<file path="config.mk">
export PLATFORM = sky130hd
export DESIGN_NAME = semaphore_mutex_bank_top
export DESIGN_NICKNAME = d
export VERILOG_FILES = /design/src/smb_pkg.sv /design/src/semaphore_mutex_bank_top.sv /design/src/smb_front.sv /design/src/smb_queue.sv /design/src/smb_back.sv
export SDC_FILE = /design/constraint.sdc
export NUM_CORES = 1
export LEC_CHECK = 0
export BUFFER_PORTS_ARGS = -buffer_cell sky130_fd_sc_hd__buf_2
export CORE_MARGIN = 10
export CORE_UTILIZATION = 55
export DETAILED_ROUTE_END_ITERATION = 8
export GPL_TIMING_DRIVEN = 1
export HOLD_SLACK_MARGIN = 0.02
export PLACE_DENSITY = 0.71
export SLEW_MARGIN = 0
export SYNTH_ARGS = -nofsm -noshare
export SYNTH_HDL_FRONTEND = slang
export SYNTH_SLANG_ARGS = --single-unit
</file>
<file path="constraint.sdc">
create_clock -name i_clk -period 15.7 [get_ports i_clk]
set_input_delay 0.785 -clock i_clk [delete_from_list [all_inputs] [get_ports i_clk]]
set_output_delay 0.785 -clock i_clk [all_outputs]
set_load 0.005 [all_outputs]
</file>
<file path="src/smb_pkg.sv">
`default_nettype none

package smb_pkg;

    // build defaults
    localparam int NUM_ENTRIES_DEF = 16;
    localparam int COUNT_BITS_DEF  = 16;
    localparam int ID_BITS_DEF     = 8;

    // command queue between front and back
    localparam int QDEPTH = 2;
    localparam int QPTR_W = (QDEPTH > 1) ? $clog2(QDEPTH) : 1;

    // request function codes
    localparam logic [2:0] FUNC_CRT_BIN = 3'd0;
    localparam logic [2:0] FUNC_CRT_CNT = 3'd1;
    localparam logic [2:0] FUNC_CRT_MTX = 3'd2;
    localparam logic [2:0] FUNC_TAKE    = 3'd3;
    localparam logic [2:0] FUNC_GIVE    = 3'd4;
    localparam logic [2:0] FUNC_DELETE  = 3'd5;

    // result status codes
    localparam logic [1:0] ST_OK   = 2'd0;
    localparam logic [1:0] ST_FAIL = 2'd1;
    localparam logic [1:0] ST_WAIT = 2'd2;

    typedef struct packed {
        logic [2:0]  func;
        logic [3:0]  handle;
        logic [7:0]  requester;
        logic [15:0] limit_in;
        logic [15:0] initial_in;
        logic        may_wait;
    } t_req;

    typedef struct packed {
        logic [1:0] status;
        logic [3:0] handle_out;
        logic       wake;
    } t_rsp;

    // classified operation, rejected requests already folded into OP_FAIL
    typedef enum logic [2:0] {
        OP_CRT_BIN,
        OP_CRT_CNT,
        OP_CRT_MTX,
        OP_TAKE,
        OP_GIVE,
        OP_DELETE,
        OP_FAIL
    } t_op;

    typedef struct packed {
        t_op         op;
        logic [3:0]  handle;
        logic [7:0]  requester;
        logic [15:0] limit_in;
        logic [15:0] initial_in;
        logic        may_wait;
    } t_cmd;

    typedef enum logic {
        BS_IDLE,
        BS_EXEC
    } t_bstate;

endpackage

`default_nettype wire

</file>
<file path="src/semaphore_mutex_bank_top.sv">
// channel   | ports                  | handshake
// ----------+------------------------+-------------------------------------------
// request   | start, busy, i_req     | transaction when start high and busy low
// result    | o_valid, o_rsp         | one-cycle strobe, always taken
//
// each request is one read-modify-write of one entry: the back end pops a
// request and registers its entry record, then executes and writes back in
// its exec state, so it takes no new request until it is back in idle
// the result strobe and response are registered in the exec state, which
// follows the registering of the popped request and its entry record
// busy rises only when the two-entry command queue is full; results never stall
// synchronous active-low reset frees every entry; no clearing pass
`default_nettype none

module semaphore_mutex_bank_top
    import smb_pkg::*;
#(
    parameter int NUM_ENTRIES = NUM_ENTRIES_DEF,
    parameter int COUNT_BITS  = COUNT_BITS_DEF,
    parameter int ID_BITS     = ID_BITS_DEF
) (
    input  wire logic i_clk,
    input  wire logic i_rst_n,
    input  wire logic start,
    output logic      busy,
    input  wire t_req i_req,
    output logic      o_valid,
    output t_rsp      o_rsp
);

    // front to queue
    logic push;
    t_cmd push_cmd;
    // queue to back
    logic q_full;
    logic q_empty;
    logic q_pop;
    t_cmd q_cmd;

    // decode and range check, reject bad requests early
    smb_front #(
        .NUM_ENTRIES (NUM_ENTRIES)
    ) u_front (
        .i_start (start),
        .o_busy  (busy),
        .i_req   (i_req),
        .i_full  (q_full),
        .o_push  (push),
        .o_cmd   (push_cmd)
    );

    // short queue decoupling intake from execution
    smb_queue u_queue (
        .i_clk   (i_clk),
        .i_rst_n (i_rst_n),
        .i_push  (push),
        .i_data  (push_cmd),
        .i_pop   (q_pop),
        .o_data  (q_cmd),
        .o_full  (q_full),
        .o_empty (q_empty)
    );

    // entry storage, allocation and the read-modify-write engine
    smb_back #(
        .NUM_ENTRIES (NUM_ENTRIES),
        .COUNT_BITS  (COUNT_BITS),
        .ID_BITS     (ID_BITS)
    ) u_back (
        .i_clk   (i_clk),
        .i_rst_n (i_rst_n),
        .i_cmd   (q_cmd),
        .i_empty (q_empty),
        .o_pop   (q_pop),
        .o_valid (o_valid),
        .o_rsp   (o_rsp)
    );

endmodule

`default_nettype wire

</file>
<file path="src/smb_front.sv">
`default_nettype none

module smb_front
    import smb_pkg::*;
#(
    parameter int NUM_ENTRIES = NUM_ENTRIES_DEF
) (
    input  wire logic i_start,
    output logic      o_busy,
    input  wire t_req i_req,
    input  wire logic i_full,
    output logic      o_push,
    output t_cmd      o_cmd
);

    logic in_range;
    t_op  op;

    assign in_range = 32'(i_req.handle) < 32'(NUM_ENTRIES);

    always_comb begin
        case (i_req.func)
            FUNC_CRT_BIN: op = OP_CRT_BIN;
            FUNC_CRT_CNT: op = (i_req.limit_in == 16'd0) ? OP_FAIL : OP_CRT_CNT;
            FUNC_CRT_MTX: op = OP_CRT_MTX;
            FUNC_TAKE:    op = in_range ? OP_TAKE : OP_FAIL;
            FUNC_GIVE:    op = in_range ? OP_GIVE : OP_FAIL;
            FUNC_DELETE:  op = in_range ? OP_DELETE : OP_FAIL;
            default:      op = OP_FAIL;
        endcase
    end

    assign o_busy = i_full;
    assign o_push = i_start && !i_full;

    always_comb begin
        o_cmd.op         = op;
        o_cmd.handle     = i_req.handle;
        o_cmd.requester  = i_req.requester;
        o_cmd.limit_in   = i_req.limit_in;
        o_cmd.initial_in = i_req.initial_in;
        o_cmd.may_wait   = i_req.may_wait;
    end

endmodule

`default_nettype wire

</file>
<file path="src/smb_queue.sv">
`default_nettype none

module smb_queue
    import smb_pkg::*;
(
    input  wire logic i_clk,
    input  wire logic i_rst_n,
    input  wire logic i_push,
    input  wire t_cmd i_data,
    input  wire logic i_pop,
    output t_cmd      o_data,
    output logic      o_full,
    output logic      o_empty
);

    t_cmd               r_mem [QDEPTH];
    logic [QPTR_W-1:0]  r_wptr;
    logic [QPTR_W-1:0]  r_rptr;
    logic [QPTR_W:0]    r_cnt;

    assign o_full  = r_cnt == (QPTR_W+1)'(QDEPTH);
    assign o_empty = r_cnt == '0;
    assign o_data  = r_mem[r_rptr];

    always_ff @(posedge i_clk) begin
        if (!i_rst_n) begin
            r_wptr <= '0;
            r_rptr <= '0;
            r_cnt  <= '0;
        end else begin
            if (i_push) begin
                r_wptr <= (r_wptr == QPTR_W'(QDEPTH - 1)) ? '0 : r_wptr + 1'b1;
            end
            if (i_pop) begin
                r_rptr <= (r_rptr == QPTR_W'(QDEPTH - 1)) ? '0 : r_rptr + 1'b1;
            end
            if (i_push && !i_pop) begin
                r_cnt <= r_cnt + 1'b1;
            end else if (i_pop && !i_push) begin
                r_cnt <= r_cnt - 1'b1;
            end
        end
    end

    always_ff @(posedge i_clk) begin
        if (i_push) begin
            r_mem[r_wptr] <= i_data;
        end
    end

endmodule

`default_nettype wire

</file>
<file path="src/smb_back.sv">
`default_nettype none

module smb_back
    import smb_pkg::*;
#(
    parameter int NUM_ENTRIES = NUM_ENTRIES_DEF,
    parameter int COUNT_BITS  = COUNT_BITS_DEF,
    parameter int ID_BITS     = ID_BITS_DEF
) (
    input  wire logic i_clk,
    input  wire logic i_rst_n,
    input  wire t_cmd i_cmd,
    input  wire logic i_empty,
    output logic      o_pop,
    output logic      o_valid,
    output t_rsp      o_rsp
);

    localparam int IDX_W = (NUM_ENTRIES > 1) ? $clog2(NUM_ENTRIES) : 1;
    localparam logic [COUNT_BITS-1:0] CNT_MAX = '1;

    typedef struct packed {
        logic                  is_mutex;
        logic [COUNT_BITS-1:0] count;
        logic [COUNT_BITS-1:0] limit;
        logic [ID_BITS-1:0]    owner;
    } t_entry;

    t_entry                 r_mem [NUM_ENTRIES];
    t_entry                 r_rd;
    logic [NUM_ENTRIES-1:0] r_used;
    logic [NUM_ENTRIES-1:0] n_used;
    t_bstate                r_state;
    t_bstate                n_state;
    t_cmd                   r_cmd;
    logic [IDX_W-1:0]       r_free_idx;
    logic                   r_full;
    logic                   r_valid;
    logic                   n_valid;
    t_rsp                   r_rsp;
    t_rsp                   n_rsp;

    logic [IDX_W-1:0]       free_idx;
    logic                   any_free;
    logic [IDX_W-1:0]       rd_idx;
    logic [IDX_W-1:0]       cmd_idx;
    logic                   we;
    logic [IDX_W-1:0]       wr_idx;
    t_entry                 wr_rec;
    logic [ID_BITS-1:0]     req_id;
    logic                   sat;
    logic [COUNT_BITS-1:0]  lim_c;
    logic [COUNT_BITS-1:0]  ini_c;

    // lowest free entry, registered
    always_comb begin
        free_idx = '0;
        any_free = 1'b0;
        for (int i = NUM_ENTRIES - 1; i >= 0; i--) begin
            if (!r_used[i]) begin
                free_idx = IDX_W'(i);
                any_free = 1'b1;
            end
        end
    end

    assign rd_idx  = IDX_W'(i_cmd.handle);
    assign cmd_idx = IDX_W'(r_cmd.handle);
    assign req_id  = ID_BITS'(r_cmd.requester);

    // counting create: saturate limit to count width, clamp initial to limit
    assign sat   = r_cmd.limit_in > 16'(CNT_MAX);
    assign lim_c = sat ? CNT_MAX : COUNT_BITS'(r_cmd.limit_in);
    assign ini_c = (r_cmd.initial_in > lim_c) ? lim_c : COUNT_BITS'(r_cmd.initial_in);

    always_comb begin
        n_state           = r_state;
        o_pop             = 1'b0;
        n_valid           = 1'b0;
        n_rsp.status      = ST_FAIL;
        n_rsp.handle_out  = 4'd0;
        n_rsp.wake        = 1'b0;
        n_used            = r_used;
        we                = 1'b0;
        wr_idx            = cmd_idx;
        wr_rec            = r_rd;
        case (r_state)
            BS_IDLE: begin
                if (!i_empty) begin
                    o_pop   = 1'b1;
                    n_state = BS_EXEC;
                end
            end
            BS_EXEC: begin
                n_state = BS_IDLE;
                n_valid = 1'b1;
                case (r_cmd.op)
                    OP_CRT_BIN, OP_CRT_CNT, OP_CRT_MTX: begin
                        if (!r_full) begin
                            we              = 1'b1;
                            wr_idx          = r_free_idx;
                            wr_rec.is_mutex = (r_cmd.op == OP_CRT_MTX);
                            wr_rec.limit    = (r_cmd.op == OP_CRT_CNT) ? lim_c
                                                                       : COUNT_BITS'(1);
                            wr_rec.count    = (r_cmd.op == OP_CRT_CNT) ? ini_c : '0;
                            wr_rec.owner    = '0;
                            n_used[r_free_idx] = 1'b1;
                            n_rsp.status     = ST_OK;
                            n_rsp.handle_out = 4'(r_free_idx);
                        end
                    end
                    OP_TAKE: begin
                        if (r_used[cmd_idx]) begin
                            if (r_rd.is_mutex) begin
                                if (r_rd.count == '0) begin
                                    we           = 1'b1;
                                    wr_rec.count = COUNT_BITS'(1);
                                    wr_rec.owner = req_id;
                                    n_rsp.status = ST_OK;
                                end else if (r_rd.owner == req_id) begin
                                    n_rsp.status = ST_OK;
                                end else begin
                                    n_rsp.status = r_cmd.may_wait ? ST_WAIT : ST_FAIL;
                                end
                            end else if (r_rd.count != '0) begin
                                we           = 1'b1;
                                wr_rec.count = r_rd.count - 1'b1;
                                n_rsp.status = ST_OK;
                            end else begin
                                n_rsp.status = r_cmd.may_wait ? ST_WAIT : ST_FAIL;
                            end
                        end
                    end
                    OP_GIVE: begin
                        if (r_used[cmd_idx]) begin
                            if (r_rd.is_mutex) begin
                                if (r_rd.count != '0 && r_rd.owner == req_id) begin
                                    we           = 1'b1;
                                    wr_rec.count = '0;
                                    wr_rec.owner = '0;
                                    n_rsp.status = ST_OK;
                                    n_rsp.wake   = 1'b1;
                                end
                            end else if (r_rd.count < r_rd.limit) begin
                                we           = 1'b1;
                                wr_rec.count = r_rd.count + 1'b1;
                                n_rsp.status = ST_OK;
                                n_rsp.wake   = 1'b1;
                            end
                        end
                    end
                    OP_DELETE: begin
                        if (r_used[cmd_idx]) begin
                            n_used[cmd_idx] = 1'b0;
                            n_rsp.status    = ST_OK;
                        end
                    end
                    default: begin
                        n_rsp.status = ST_FAIL;
                    end
                endcase
            end
            default: begin
                n_state = BS_IDLE;
            end
        endcase
    end

    always_ff @(posedge i_clk) begin
        if (!i_rst_n) begin
            r_state    <= BS_IDLE;
            r_used     <= '0;
            r_valid    <= 1'b0;
            r_full     <= 1'b0;
            r_free_idx <= '0;
        end else begin
            r_state    <= n_state;
            r_used     <= n_used;
            r_valid    <= n_valid;
            r_full     <= !any_free;
            r_free_idx <= free_idx;
        end
    end

    always_ff @(posedge i_clk) begin
        r_rsp <= n_rsp;
        if (o_pop) begin
            r_cmd <= i_cmd;
            r_rd  <= r_mem[rd_idx];
        end
        if (we) begin
            r_mem[wr_idx] <= wr_rec;
        end
    end

    assign o_valid = r_valid;
    assign o_rsp   = r_rsp;

endmodule

`default_nettype wire

</file>
==> results of run 1 <==
cells by family (layout without fill, tap and decap cells):
group,Yosys count,in the layout,synth area share
xor gates and xnor gates,12,12,0.00291
buffers and inverters,227,302,0.0246
AOI/OAI and AO/OA,311,311,0.0635
DFF,876,876,0.718
muxes,73,73,0.0233
adders and majority gates,35,35,0.0121
and+or+nand+nor,1268,1268,0.156
power by group:
group	internal, mW	switching (mW)
combinational	0.539	1.42
sequential	3.18	0.178
clock	1.08	0.852
total	4.80	2.45
sequential cells by signal (all words and copies together) (netlist names), named ones only:
register	cells
u_back.r_full	1
u_back.r_rd	41
u_back.r_used	16
u_queue.r_cnt	2
u_back.cmd_idx	4
u_back.o_rsp	7
u_back.req_id	8
u_back.r_state	1
u_queue.r_wptr	1
u_back.r_mem	656
u_back.r_free_idx	4
u_queue.r_mem	96
u_back.r_cmd	36
u_back.o_valid	1
u_queue.r_rptr	1
path summary, 6_finish.rpt:
| check | startpoint | endpoint | slack, ns |
|---|---|---|---|
| max reg2reg | flip-flop | u_back.r_rd[34] | 10.97 |
| min reg2reg | u_back.r_cmd[0] | u_back.o_rsp[5] | 0.47 |
| min | i_req[6] | u_queue.r_mem[0][6] | 0.33 |
| max | flip-flop | u_back.r_rd[34] | 10.97 |
through the flow:
step	setup slack, ns	cells	util	power, mW
6_report	10.97	3732	0.617	7.25
3_3_place_gp	11.21	3583	0.577	5.24
3_5_place_dp	11.09	3583	0.577	5.32
5_1_grt	10.82	3732	0.617	7.56
4_1_cts	11.08	3731	0.617	7.24
2_1_floorplan	10.25	2802	-	4.62
critical path, cell delays in order, from the launching register on:
cell      delay, ns
dfxtp_2        0.31
buf_4          0.30
buf_4          0.48
mux2i_4        0.30
buf_4          0.35
buf_4          0.66
buf_12         0.57
nand2_1        0.10
and3_1         0.19
a311oi_1       0.27
a311oi_1       0.10
a31oi_1        0.53
metal layers:
layer	global-route usage	wire [um]	up-vias
met4	0.0855	3140	0
met3	0.0410	7920	227
met5	0	0	-
met2	0.365	43200	1185
met1	0.304	35600	11600
li1	-	-	10400
cells in the final DEF (no fill, tap or decap), types with 18 or more instances in the layout:
cell type / netlist / final
clkbuf_1: 142 / 21
and3_1: 49 / 48
nand3_1: 344 / 344
nand2_1: 693 / 693
ha_1: 35 / 35
a311oi_1: 82 / 82
nor2_1: 70 / 52
dfxtp_1: 35 / 34
buf_4: 2 / 42
mux2_2: 45 / 45
o22ai_1: 18 / 18
a31oi_1: 49 / 49
clkinv_1: 1 / 24
buf_2: 12 / 59
clkbuf_16: 0 / 85
mux2i_1: 23 / 19
o21ai_0: 37 / 37
inv_1: 49 / 48
nor2_4: 0 / 18
a21oi_1: 30 / 30
edfxtp_1: 841 / 841
synth_stat cells, types with 4 or more instances:
cell type,instances,share of area
a211oi_1,4,0.00083
a21boi_0,7,0.0015
a21oi_1,30,0.0042
a22o_1,8,0.0019
a311oi_1,82,0.020
a31oi_1,49,0.0085
a41oi_1,5,0.0012
and2_1,14,0.0024
and3_1,49,0.0085
buf_1,18,0.0019
buf_2,12,0.0017
clkbuf_1,142,0.015
dfxtp_1,35,0.019
edfxtp_1,841,0.70
ha_1,35,0.012
inv_1,49,0.0051
mux2_2,45,0.014
mux2i_1,23,0.0064
mux4_2,4,0.0025
nand2_1,693,0.072
nand2_2,4,0.00069
nand2b_1,11,0.0019
nand3_1,344,0.048
nand4_1,15,0.0026
nor2_1,70,0.0073
nor3_1,17,0.0024
nor3b_1,4,0.00083
nor4_1,13,0.0022
o211ai_1,14,0.0029
o21a_1,9,0.0019
o21ai_0,37,0.0051
o221a_2,9,0.0028
o221ai_1,8,0.0019
o22ai_1,18,0.0031
or2_2,11,0.0019
or3_1,5,0.00087
xnor2_1,10,0.0024
layout make-up:
cell class | count | area share
Clock buffer | 106 | 0.0551
Clock inverter | 42 | 0.0106
Inverter | 51 | 0.00503
Multi-Input combinational cell | 1699 | 0.237
Sequential cell | 876 | 0.649
Tap cell | 855 | 0.0267
Timing Repair Buffer | 103 | 0.0163
==> qor.yml, run 1 <==
outcome: "finished clean"
first_iter_violations: 2875
rr_worst_depth: 11
hold-worst-slack_ns: 0.326
io_pins: 60
num_vias: 23500
maxSlewHeadroom: 0.0979
ant_nets: 0
min_path_cells: 1
fin_nets: 2902
core_um2: 64800
drv_slew: 0
cts_hold_buf: 0
clkSinkCount: 876
nFillCells: 4698
wl_per_cell_um: 24.1
regArea_um2: 26000
grt.total_usage: 0.227
clock_skew_ns: 0.0256
required_ns: 16.07
rows: 93
clkTransAtPathRegs_ns: 0.06
synth_edf_count: 841
synth_fp_nets: 2888
clk_latency_ns: 0.65
syn_to_final_growth_pct: 10.7
ctsLongestPathBuffers: 3
tightest_slew_ns: 1.35
post-cts-setup-buffer-count: 0
die-area_um2: 76400
critPathLaunchType: "flip-flop"
powerDensity_nw_per_um2: 181
dp_hpwl_um: 47900
final-hold-violation-count: 0
async_flop_share: 0
cap_violations: 0
drive_gt1_frac: 0.111
hold_path.class: "input pin to flip-flop"
fin_crit_sh: 0.301
fmax_mhz: 212
gp_congestion: 0.954
yosysUniqueCellTypes: 76
drcViolationCount: 0
grt_pass1_vias: 23000
initial_core_util: 0.558
stdcell_area_um2: 40000
grt_antenna_before_repair: 0
tns_ns: 0
grt_pass1_wl_um: 136000
ys.flop_type: "edfxtp_1"
ys.warnings.count: 0
ys_seq_elements: 876
peakVddDrop_uv: 161
fin_crit_ns: 4.73
grt_max_degree: 172
cts_buffers: 85
netlist_area_um2: 36100
end_kind: "flip-flop"
seq_area_frac_synth: 0.718
die_h_um: 276
critical_path.max_fanout: 171
routed_via_density: 6.29
cts_resized: 0
finalSetupViolations: 0
critPathArrivalTime_ns: 5.10
dpl_cell_area_um2: 37400
gr-total-overflow: 0
cts_tree: "done"
cts_root_buffer: "clkbuf_16"
avgSynthCellArea_um2: 12.9
worstSetupPathType: "flip-flop to flip-flop"
die_w_um: 276
antenna_cells: 0
htree_levels: 3
synthCells: 2802
rsz0062_at_grt: "no"
p_leak_nw: 13.7
portBuffers: 59
firstDrtPassIters: 6
routed_wl_um: 89900
multi_input_area_um2: 9500
Note: power is estimated with default switching activity, not from simulation.
==> run 2, diff against run 1 <==
Settings changed: ABC_AREA set to 1.
Clock period 15.7 ns to 4.59 ns, I/O delays scaled along.
==> run 2 against run 1 <==
Clock power rose to 3.6 times the previous value. Largest power group unchanged. Register-to-register slack worse by 10 ns. Global-route usage up 1.3 points. Cell count up 18%. Sequential share of layout area down 4.1 points. Critical endpoint is now u_back.r_mem[0][20]. Clock skew down 0.0012 ns. Count of clock-buffer cells in the layout up 1.
==> qor.yml, run 2 <==
antenna_cells: 0  # unchanged
r2r-end: "u_back.r_mem[0][20]"
cts_resized: 0  # unchanged
fin_nets: 3543  # +22%
clkSinkCount: 876  # unchanged
gp_congestion: 0.976  # +2.2%
gr-total-overflow: 0  # unchanged
final-hold-violation-count: 0  # unchanged
required_ns: 4.92  # -11.15 ns
startpoint: "u_back.r_rd[37]"
ctsLongestPathBuffers: 3  # unchanged
fin_crit_sh: 0.866  # +0.565
critical_path.max_fanout: 20  # -88%
rows: 96  # +3.2%
cts_buffers: 87  # +2.4%
rr_worst_depth: 11  # unchanged
final_util: 0.625  # +0.00797
io_pins: 60  # unchanged
first_iter_violations: 3057  # +6.3%
largest_reg_flops: 656  # unchanged
cts_hold_buf: 49  # +49
regMostFlops: "u_back.r_mem"
critPathArrivalTime_ns: 4.31  # -0.79 ns
synth_top_cell_by_area: "edfxtp_1"
busiest_layer: "met2"
synth_fp_nets: 3435  # +19%
synth_edf_count: 841  # unchanged
synthTopCellsByCount: "edfxtp_1, nand2_1, inv_1"
initial_core_util: 0.553  # -0.00446
finalPower_mw: 27.7  # +280%
cts_tree: "done"
rsz0062_at_grt: "no"
hold_path.class: "input pin to flip-flop"
drcViolationCount: 0  # unchanged
yosysUniqueCellTypes: 41  # -46%
p_leak_nw: 16.0  # +17%
avgSynthCellArea_um2: 11.3  # -12%
synth.most_common_cell: "edfxtp_1"
finalSetupViolations: 0  # unchanged
fmax_mhz: 252  # +19%
tightest_slew_ns: 1.10  # -0.258 ns
grt_antenna_before_repair: 0  # unchanged
dp.cells: 4201  # +17%
grt_pass1_vias: 24900  # +8.6%
tns_ns: 0  # unchanged
r2r_slack_ns: 0.62  # -10.36 ns
ys.warnings.count: 0  # unchanged
layout_commonest_cell: "edfxtp_1"
end_kind: "flip-flop"
ant_nets: 0  # unchanged
outcome: "finished clean"
worstSetupPathType: "flip-flop to flip-flop"
routed_via_density: 5.80  # -7.7%
seq_area_frac_synth: 0.686  # -0.0316
firstDrtPassIters: 6  # unchanged
async_flop_share: 0  # unchanged
core_um2: 68300  # +5.4%
post-cts-setup-buffer-count: 0  # unchanged
cap_violations: 0  # unchanged
syn_to_final_growth_pct: 13.0
num_vias: 25600  # +9.1%
clk_latency_ns: 0.66  # about the same
netlist_area_um2: 37800  # +4.6%
largestRegisters: "u_back.r_mem x656, u_queue.r_mem x96, u_back.r_rd x41"
htree_levels: 3  # unchanged
die_h_um: 282  # +2.1%
drive_gt1_frac: 0.102  # -0.00919
routed_wl_um: 95600  # +6.4%
grt_pass1_wl_um: 147000  # +8.3%
use_met3: 0.0346  # -0.00633
grt.total_usage: 0.240  # +0.0129
ys.flop_type: "edfxtp_1"
synth_area_leaders: "edfxtp_1, nand2_1, inv_1"
synthCells: 3349  # +20%
clkTransAtPathRegs_ns: 0.06  # about the same
final_cell_mix: "edfxtp_1, nand2_1, inv_1, o21ai_0, nand3_1"
powerDensity_nw_per_um2: 647  # +260%
die_w_um: 282  # +2.1%
portBuffers: 59  # unchanged
met1_usage: 0.320  # +0.0160
ys_seq_elements: 876  # unchanged
fin_crit_ns: 3.97  # -0.753 ns
grt_util_met2: 0.397  # +0.0319
die-area_um2: 79600  # +4.3%
cts_root_buffer: "clkbuf_16"
maxSlewHeadroom: 0.270  # +0.172
grt_max_degree: 159  # -7.6%
peakVddDrop_uv: 423  # +160%
drv_slew: 0  # unchanged
fin_cells: 4410  # +18%
clock_skew_ns: 0.0244  # -0.00117 ns
dp_hpwl_um: 60200  # +26%
crit_end: "u_back.r_mem[0][20]"
wl_per_cell_um: 21.7  # -10%
synth_top_area_frac: 0.668  # -0.0308
critPathLaunchType: "flip-flop"
r2r-start: "u_back.r_rd[37]"
[run 2: cell count changes after synthesis, moves of 47 or more]
| cell | previous run | this run |
|---|---|---|
| a311oi_1 | 82 | 0 |
| and3_1 | 49 | 1 |
| a21oi_1 | 30 | 243 |
| a31oi_1 | 49 | 2 |
| inv_1 | 49 | 475 |
| o21ai_0 | 37 | 302 |
| o211ai_1 | 14 | 146 |
| nand2_1 | 693 | 565 |
[run 2: final cells by class]
class	instances	area, um2
clock buffers	107	2280
clock inverters	53	485
fillers	5206	25600
inverters	484	1830
multi-input cells	1819	9540
flip-flops and latches	876	26000
well taps	882	1100
repair buffers	189	1540
[run 2: through the flow]
stage               hold WS [ns]  instance area [um2]  setup slack, ns
finish                     0.164                42700            0.616
global route               0.211                42700            0.382
CTS                        0.107                42700            0.668
detailed placement         0.423                39500            0.687
global placement           0.418                39500            0.733
floorplan                  0.327                37800           -0.560
[run 2: logic make-up (layout without fill, tap and decap cells)]
group	count (synthesis)	after routing	synth area share
xor+xnor	7	7	0.00162
flops	876	876	0.686
fa+ha+maj	35	35	0.0116
simple gates	1019	1019	0.115
mux	46	46	0.0137
buf+inv	654	833	0.0660
compound gates	712	712	0.106
[run 2: metal layers]
layer  routed length (um)  share of wire
met2                46600           0.49
met5                    0              0
met4                 3350          0.035
met3                 5780          0.060
met1                39900           0.42
[run 2: how the worst min path moves through the flow]
stage	cells after the start	startpoint	endpoint	slack, ns
final	4	i_req[47]	u_queue.r_mem[0][45]	0.16
after global routing	4	i_req[47]	u_queue.r_mem[0][45]	0.21
after CTS	4	i_req[47]	u_queue.r_mem[0][45]	0.11
after detailed placement	1	i_req[2]	u_queue.r_mem[0][2]	0.42
after global placement	1	i_req[1]	u_queue.r_mem[0][1]	0.42
after floorplan	2	i_rst_n	u_back.o_valid	0.33
[run 2: worst max-delay path, cell delays in order, from the launching register on]
cell	delay (ns)
edfxtp_1	0.49
ha_1	0.35
a21oi_1	0.17
o21ai_0	0.12
nor2_1	0.32
nand2_1	0.17
nor2_1	0.21
nand2_1	0.10
nand3_1	0.20
nand2_2	0.40
nor2_4	0.74
buf_4	0.35
[run 2: where the power goes]
group | internal, mW | switching, mW | leakage (nW)
sequential | 11.0 | 0.532 | 7.94
combinational | 2.40 | 6.77 | 6.69
clock | 3.95 | 3.03 | 1.36
